$ cat config.mk
export PLATFORM = sky130hd
export DESIGN_NAME = unix_seconds_to_dos_datetime
export DESIGN_NICKNAME = d
export VERILOG_FILES = /design/src/hw/rtl/u2dos_pkg.sv /design/src/hw/rtl/unix_seconds_to_dos_datetime.sv /design/src/hw/rtl/u2dos_month.sv
export SDC_FILE = /design/constraint.sdc
export NUM_CORES = 2
export LEC_CHECK = 0
export BUFFER_PORTS_ARGS = -buffer_cell sky130_fd_sc_hd__buf_2
export CAP_MARGIN = 20
export CORE_MARGIN = 2
export CORE_UTILIZATION = 50
export CTS_BUF_LIST = sky130_fd_sc_hd__clkbuf_8
export DETAILED_ROUTE_END_ITERATION = 10
export PLACE_DENSITY_LB_ADDON = 0.1
export SLEW_MARGIN = 30
export SYNTH_ARGS = -nofsm -noshare
export SYNTH_HDL_FRONTEND = slang
export SYNTH_SLANG_ARGS = --single-unit
$ cat constraint.sdc
create_clock -name clk -period 10.25 [get_ports clk]
set_clock_uncertainty 0.05 [all_clocks]
set_input_delay 1.025 -clock clk [delete_from_list [all_inputs] [get_ports clk]]
set_output_delay 1.025 -clock clk [all_outputs]
set_load 0.01 [all_outputs]
$ cat src/hw/rtl/u2dos_pkg.sv
package u2dos_pkg;

	// Day of year at which each month starts, non-leap year.
	localparam logic [8:0] MONTH_START [12] = '{
		9'd0, 9'd31, 9'd59, 9'd90, 9'd120, 9'd151,
		9'd181, 9'd212, 9'd243, 9'd273, 9'd304, 9'd334
	};

	localparam logic [8:0] FEB29_DOY = 9'd59;

	typedef struct packed {
		logic [3:0] month;   // 1..12
		logic [8:0] nl_day;  // day of year on the non-leap scale
	} month_t;

endpackage

$ cat src/hw/rtl/unix_seconds_to_dos_datetime.sv
// Converts a Unix timestamp (s_tdata) to packed FAT/DOS time and date words after subtracting
// the signed timezone_offset register, written with timezone_offset_we; the user must write it only
// while no beat is in flight (the block does not enforce this). Leap years are every fourth year,
// 2100 included. Adjusted times before 1980-01-01 clamp to 1980-01-01 00:00:00 and times from
// 2108 on clamp to 2107-12-31 23:59:58, both with out_of_range set. The block is a seven-stage
// pipeline of short constant-reciprocal multiplies and compares that takes one beat per cycle
// unless it is full with its output stalled; a stage holds its beat while the next stage is full
// and cannot pass its own beat on, so a stalled output does not block input until it has filled.
module unix_seconds_to_dos_datetime (
	input  logic               clk,
	input  logic               arst_n,
	input  logic               timezone_offset_we,
	input  logic signed [16:0] timezone_offset,
	input  logic               s_tvalid,
	output logic               s_tready,
	input  logic [31:0]        s_tdata,   // [31:0] unix_seconds
	output logic               m_tvalid,
	input  logic               m_tready,
	output logic [39:0]        m_tdata    // [15:0] dos_time, [31:16] dos_date, [32] out_of_range
);
	import u2dos_pkg::*;

	localparam logic signed [34:0] EPOCH_1980 = 35'sd315532800;
	localparam logic signed [34:0] SPAN_SECS  = 35'sd4039372800;
	localparam logic [15:0] DOS_DATE_MIN = 16'h0021;
	localparam logic [15:0] DOS_TIME_MAX = 16'hBF7D;
	localparam logic [15:0] DOS_DATE_MAX = 16'hFF9F;

	logic signed [16:0] tz_q;

	always_ff @(posedge clk or negedge arst_n) begin
		if (!arst_n) begin
			tz_q <= '0;
		end else if (timezone_offset_we) begin
			tz_q <= timezone_offset;
		end
	end

	// stage handshake
	logic v_s1, v_s2, v_s3, v_s4, v_s5, v_s6, v_s7;
	logic rdy1, rdy2, rdy3, rdy4, rdy5, rdy6, rdy7;

	assign rdy7 = !v_s7 || m_tready;
	assign rdy6 = !v_s6 || rdy7;
	assign rdy5 = !v_s5 || rdy6;
	assign rdy4 = !v_s4 || rdy5;
	assign rdy3 = !v_s3 || rdy4;
	assign rdy2 = !v_s2 || rdy3;
	assign rdy1 = !v_s1 || rdy2;
	assign s_tready = rdy1;
	assign m_tvalid = v_s7;

	always_ff @(posedge clk or negedge arst_n) begin
		if (!arst_n) begin
			v_s1 <= 1'b0;
			v_s2 <= 1'b0;
			v_s3 <= 1'b0;
			v_s4 <= 1'b0;
			v_s5 <= 1'b0;
			v_s6 <= 1'b0;
			v_s7 <= 1'b0;
		end else begin
			if (rdy1) v_s1 <= s_tvalid;
			if (rdy2) v_s2 <= v_s1;
			if (rdy3) v_s3 <= v_s2;
			if (rdy4) v_s4 <= v_s3;
			if (rdy5) v_s5 <= v_s4;
			if (rdy6) v_s6 <= v_s5;
			if (rdy7) v_s7 <= v_s6;
		end
	end

	// s1: offset and range check
	logic signed [34:0] adj_c, rel_c;
	logic [31:0] rel_s1;
	logic lo_s1, hi_s1;

	assign adj_c = $signed({3'b000, s_tdata}) - 35'(tz_q);
	assign rel_c = adj_c - EPOCH_1980;

	always_ff @(posedge clk) begin
		if (rdy1) begin
			rel_s1 <= rel_c[31:0];
			lo_s1  <= rel_c[34];
			hi_s1  <= !rel_c[34] && (rel_c >= SPAN_SECS);
		end
	end

	// s2: day estimate, 86400 = 128 * 675, low by at most one
	logic [47:0] dq_prod;
	logic [31:0] rel_s2;
	logic [15:0] q0_s2;
	logic lo_s2, hi_s2;

	assign dq_prod = 48'(rel_s1[31:7]) * 48'd6362914;

	always_ff @(posedge clk) begin
		if (rdy2) begin
			rel_s2 <= rel_s1;
			q0_s2  <= dq_prod[47:32];
			lo_s2  <= lo_s1;
			hi_s2  <= hi_s1;
		end
	end

	// s3: remainder and correction
	logic [32:0] dr_prod;
	logic [32:0] rem_c;
	logic [17:0] rem18;
	logic [15:0] day_s3;
	logic [16:0] secs_s3;
	logic lo_s3, hi_s3;

	assign dr_prod = 33'(q0_s2) * 33'd86400;
	assign rem_c   = {1'b0, rel_s2} - dr_prod;
	assign rem18   = rem_c[17:0];

	always_ff @(posedge clk) begin
		if (rdy3) begin
			if (rem18 >= 18'd86400) begin
				day_s3  <= q0_s2 + 16'd1;
				secs_s3 <= 17'(rem18 - 18'd86400);
			end else begin
				day_s3  <= q0_s2;
				secs_s3 <= rem18[16:0];
			end
			lo_s3 <= lo_s2;
			hi_s3 <= hi_s2;
		end
	end

	// s4: year estimate and hours
	logic [31:0] y_prod;
	logic [35:0] h_prod;
	logic [15:0] day_s4;
	logic [16:0] secs_s4;
	logic [7:0]  y0_s4;
	logic [4:0]  hrs_s4;
	logic lo_s4, hi_s4;

	assign y_prod = 32'(day_s3) * 32'd45965;
	assign h_prod = 36'(secs_s3) * 36'd298262;

	always_ff @(posedge clk) begin
		if (rdy4) begin
			day_s4  <= day_s3;
			secs_s4 <= secs_s3;
			y0_s4   <= y_prod[31:24];
			hrs_s4  <= h_prod[34:30];
			lo_s4   <= lo_s3;
			hi_s4   <= hi_s3;
		end
	end

	// s5: leap-day correction of the year, day of year, seconds within the hour
	logic [7:0]  y1_c;
	logic [16:0] base0_c, base1_c;
	logic [16:0] ms_c;
	logic [6:0]  yr_s5;
	logic [8:0]  doy_s5;
	logic [11:0] ms_s5;
	logic [4:0]  hrs_s5;
	logic lo_s5, hi_s5;

	assign y1_c    = y0_s4 - 8'd1;
	assign base0_c = 17'(y0_s4) * 17'd365 + 17'((9'(y0_s4) + 9'd3) >> 2);
	assign base1_c = 17'(y1_c) * 17'd365 + 17'((9'(y1_c) + 9'd3) >> 2);
	assign ms_c    = secs_s4 - 17'(hrs_s4) * 17'd3600;

	always_ff @(posedge clk) begin
		if (rdy5) begin
			if (base0_c > {1'b0, day_s4}) begin
				yr_s5  <= y1_c[6:0];
				doy_s5 <= 9'({1'b0, day_s4} - base1_c);
			end else begin
				yr_s5  <= y0_s4[6:0];
				doy_s5 <= 9'({1'b0, day_s4} - base0_c);
			end
			ms_s5  <= ms_c[11:0];
			hrs_s5 <= hrs_s4;
			lo_s5  <= lo_s4;
			hi_s5  <= hi_s4;
		end
	end

	// s6: month and minutes
	month_t mres;
	logic [24:0] m_prod;
	logic [6:0]  yr_s6;
	month_t      mon_s6;
	logic [11:0] ms_s6;
	logic [5:0]  mins_s6;
	logic [4:0]  hrs_s6;
	logic lo_s6, hi_s6;

	u2dos_month u_month (
		.doy  (doy_s5),
		.leap (yr_s5[1:0] == 2'b00),
		.res  (mres)
	);

	assign m_prod = 25'(ms_s5) * 25'd4370;

	always_ff @(posedge clk) begin
		if (rdy6) begin
			yr_s6   <= yr_s5;
			mon_s6  <= mres;
			ms_s6   <= ms_s5;
			mins_s6 <= m_prod[23:18];
			hrs_s6  <= hrs_s5;
			lo_s6   <= lo_s5;
			hi_s6   <= hi_s5;
		end
	end

	// s7: day of month, seconds, pack and clamp
	logic [3:0]  midx;
	logic [8:0]  dom_c;
	logic [11:0] sec_c;
	logic [15:0] time_c, date_c;
	logic [15:0] time_s7, date_s7;
	logic        oor_s7;

	assign midx   = mon_s6.month - 4'd1;
	assign dom_c  = mon_s6.nl_day - MONTH_START[midx] + 9'd1;
	assign sec_c  = ms_s6 - 12'(mins_s6) * 12'd60;
	assign time_c = {hrs_s6, mins_s6, sec_c[5:1]};
	assign date_c = {yr_s6, mon_s6.month, dom_c[4:0]};

	always_ff @(posedge clk) begin
		if (rdy7) begin
			priority if (lo_s6) begin
				time_s7 <= 16'h0000;
				date_s7 <= DOS_DATE_MIN;
				oor_s7  <= 1'b1;
			end else if (hi_s6) begin
				time_s7 <= DOS_TIME_MAX;
				date_s7 <= DOS_DATE_MAX;
				oor_s7  <= 1'b1;
			end else begin
				time_s7 <= time_c;
				date_s7 <= date_c;
				oor_s7  <= 1'b0;
			end
		end
	end

	assign m_tdata = {7'b0000000, oor_s7, date_s7, time_s7};

endmodule

$ cat src/hw/rtl/u2dos_month.sv
module u2dos_month (
	input  logic [8:0]       doy,
	input  logic             leap,
	output u2dos_pkg::month_t res
);
	import u2dos_pkg::*;

	logic [8:0] nl;
	logic [3:0] cnt;

	always_comb begin
		cnt = 4'd0;
		if (leap && doy == FEB29_DOY) begin
			nl = FEB29_DOY;
			res.month = 4'd2;
		end else begin
			nl = (leap && doy > FEB29_DOY) ? doy - 9'd1 : doy;
			for (int m = 1; m < 12; m++) begin
				cnt = cnt + 4'(MONTH_START[m] <= nl);
			end
			res.month = cnt + 4'd1;
		end
		res.nl_day = nl;
	end

endmodule
==> reports/metrics.cfg <==
[die]
die_area_um2 = 73700
start_util_pct = 50.2
die_w_um = 272
fp.coreArea_um2 = 71200
die_h_um = 272
placementRows = 98
ios = 96

[clock_tree]
cts.sinks = 274
post-cts-setup-buffers = 0
cts_tree = done
cts.reportedPaths.clkPinSlew_ns = 0.06
cts_root_buffer = clkbuf_8
postCtsHoldBufs = 0
cts_max_path_buffers = 3
cts_buffers = 47
clk_latency_ns = 0.64
cts_resized = 0
htreeDepth = 2

[worst_setup_path]
r2r_end = doy_s5[1]
r2r-start = y0_s4[0]
crit_slowest_cell = edfxtp_1
criticalPathCategory = reg2reg
r2r_slack_ns = 1.56
cp.required_ns = 10.59
rr_worst_depth = 29
cp_max_fo = 14
slowest_delay_ns = 0.76
cp-end-kind = flop
crit_arrival_ns = 9.02
start_kind = flop

[sta]
slew_violations = 0
worst_slack_ns = 1.56
rsz0062_at_grt = no
hold_viol = 0
period_needed_ns = 8.69
slew_headroom_pct = 39.0
whs_ns = 0.349
period_share_pct = 84.7
fmax_ghz = 0.115
worst_slew_pin_slew_ns = 0.916
finalSetupViolations = 0
fin_setup_tns_ns = 0

[logic_synthesis]
ys.flop_type = edfxtp_1
synth.yosys.seq_area_share_pct = 22.7
syn-mean-instance-area_um2 = 10.8
synth.largest_area_cell = ha_1
ys.warnings.count = 0
netlist_area_um2 = 35800
syn_inst = 3305
synth_top_area_share_pct = 30.0
synth.distinct_cells = 78
ys_seq_elements = 274
synthTopCellsByArea = ha_1 30%, edfxtp_1 21%, fa_1 21%
async_flop_share_pct = 8.76
synth_edf_count = 250

[placed_design]
preCtsSetupSlack_ns = 1.19
hpwl_mm = 58.6
gp_congestion = 0.916
io_buffers = 88
dpl_cell_area_um2 = 37400

[layout]
drive_above_1_share_pct = 5.67
layout_commonest_cell = ha_1
syn_to_final_growth_pct = 6.91
layout_common_cells = 857 x ha_1, 751 x inv_1, 367 x fa_1
finalNetCount = 4703
postLayoutCellArea_um2 = 38300

[routing]
vias = 22700
drt-total-wl_mm = 69.6
avgRoutedWirePerCell_um = 15.8
antenna_left = 0
vias_per_cell = 5.15
drt-initial-drc-count = 791
dr.pass1.iters = 5
drc = 0

[global_routing]
grt_max_degree = 44
grt_pass1_vias = 24500
grt_pass1_wl_mm = 120
antenna_found_initial = 1
grt_overflow = 0
gr-usage-all-layers_pct = 19.8

[hold_path]
hp-class = in2async

[run_status]
status = finished clean

[job]
maxCapViolCount = 0

[worst max-delay path by stage]
stage	start	to	slack [ns]
2_1_floorplan	y0_s4[0]	yr_s5[0]	2.92
3_3_place_gp	y0_s4[0]	doy_s5[1]	1.25
3_5_place_dp	y0_s4[0]	doy_s5[1]	1.19
4_1_cts	y0_s4[0]	doy_s5[1]	1.13
5_1_grt	y0_s4[0]	doy_s5[1]	0.85
6_report	y0_s4[0]	doy_s5[1]	1.56
[Yosys cell counts (6+ instances only)]
cell type / number
a21o_1: 62
nor2b_1: 27
ha_1: 857
a211oi_1: 17
edfxtp_1: 250
o21bai_1: 12
nor3_1: 21
fa_1: 367
o21ai_0: 74
clkbuf_1: 13
mux2_2: 9
mux2i_1: 13
and3_1: 14
a21oi_1: 124
a31oi_1: 12
o211ai_1: 13
buf_4: 8
nand3_1: 29
or2_2: 10
nand4_1: 21
and2_1: 11
xnor2_1: 130
nor2_1: 116
dfrtp_1: 24
nand2_1: 93
o21a_1: 22
a21boi_0: 10
nand2b_1: 18
xor2_1: 62
a2111oi_0: 6
or3_1: 13
inv_1: 744
a211o_1: 6
o31ai_1: 12
[flip-flops by register name (all words and copies together) (netlist names), 12 cells and up]
| register | flops |
|---|---|
| time_s7 | 16 |
| tz_q | 17 |
| rel_s1 | 32 |
| date_s7 | 16 |
| day_s3 | 16 |
| secs_s3 | 17 |
| rel_s2 | 18 |
| day_s4 | 16 |
| q0_s2 | 16 |
| ms_s5 | 12 |
| secs_s4 | 12 |
[final cells by class]
type,count,area [um^2]
fill,6317,33000
timing repair buffer,94,485
antenna,1,2.50
clock inverter,36,244
multi-input combinational,2264,24800
clock buffer,47,647
inverter,744,2790
sequential,274,8110
tap,950,1190
[cell families (layout without fill, tap and decap cells)]
group	after synthesis	count (layout)	synth area share (%)
AOI/OAI and AO/OA	422	422	7.82
xor gates and xnor gates	192	192	4.70
adders and majority gates	1224	1224	50.5
buffers and inverters	773	921	8.21
DFF	274	274	22.7
muxes	22	22	0.647
other	1	8	0.0105
and+or+nand+nor	397	397	5.48
[through the flow]
stage,instances,utilization (%)
2_1_floorplan,3311,-
5_1_grt,4410,53.7
3_3_place_gp,4326,52.4
6_report,4410,53.7
4_1_cts,4409,53.7
3_5_place_dp,4326,52.4
[metal layers]
| layer | track usage (%) | share of wire (%) | vias to the layer above | wire length [um] |
|---|---|---|---|---|
| met5 | 0 | 0 | - | 0 |
| met4 | 5.08 | 2.3 | 0 | 1600 |
| met3 | 2.25 | 2.7 | 103 | 1860 |
| met2 | 34.9 | 50 | 273 | 34500 |
| met1 | 25.8 | 46 | 11100 | 31700 |
| li1 | - | - | 11300 | - |
[worst max-delay path: cells and delay by family (launching register included)]
kind | cells | cell delay, ns
AO/OA/AOI/OAI | 10 | 2.17
XOR/XNOR | 1 | 0.09
adder cells (fa/ha/maj) | 7 | 2.96
buffers and inverters | 3 | 0.45
flip-flops | 1 | 0.76
multiplexers | 1 | 0.43
AND/OR/NAND/NOR | 7 | 1.52
Power is left out: the tool's default activity adds up to more than one toggle a clock period on the data nets, which glitch-free logic cannot reach.
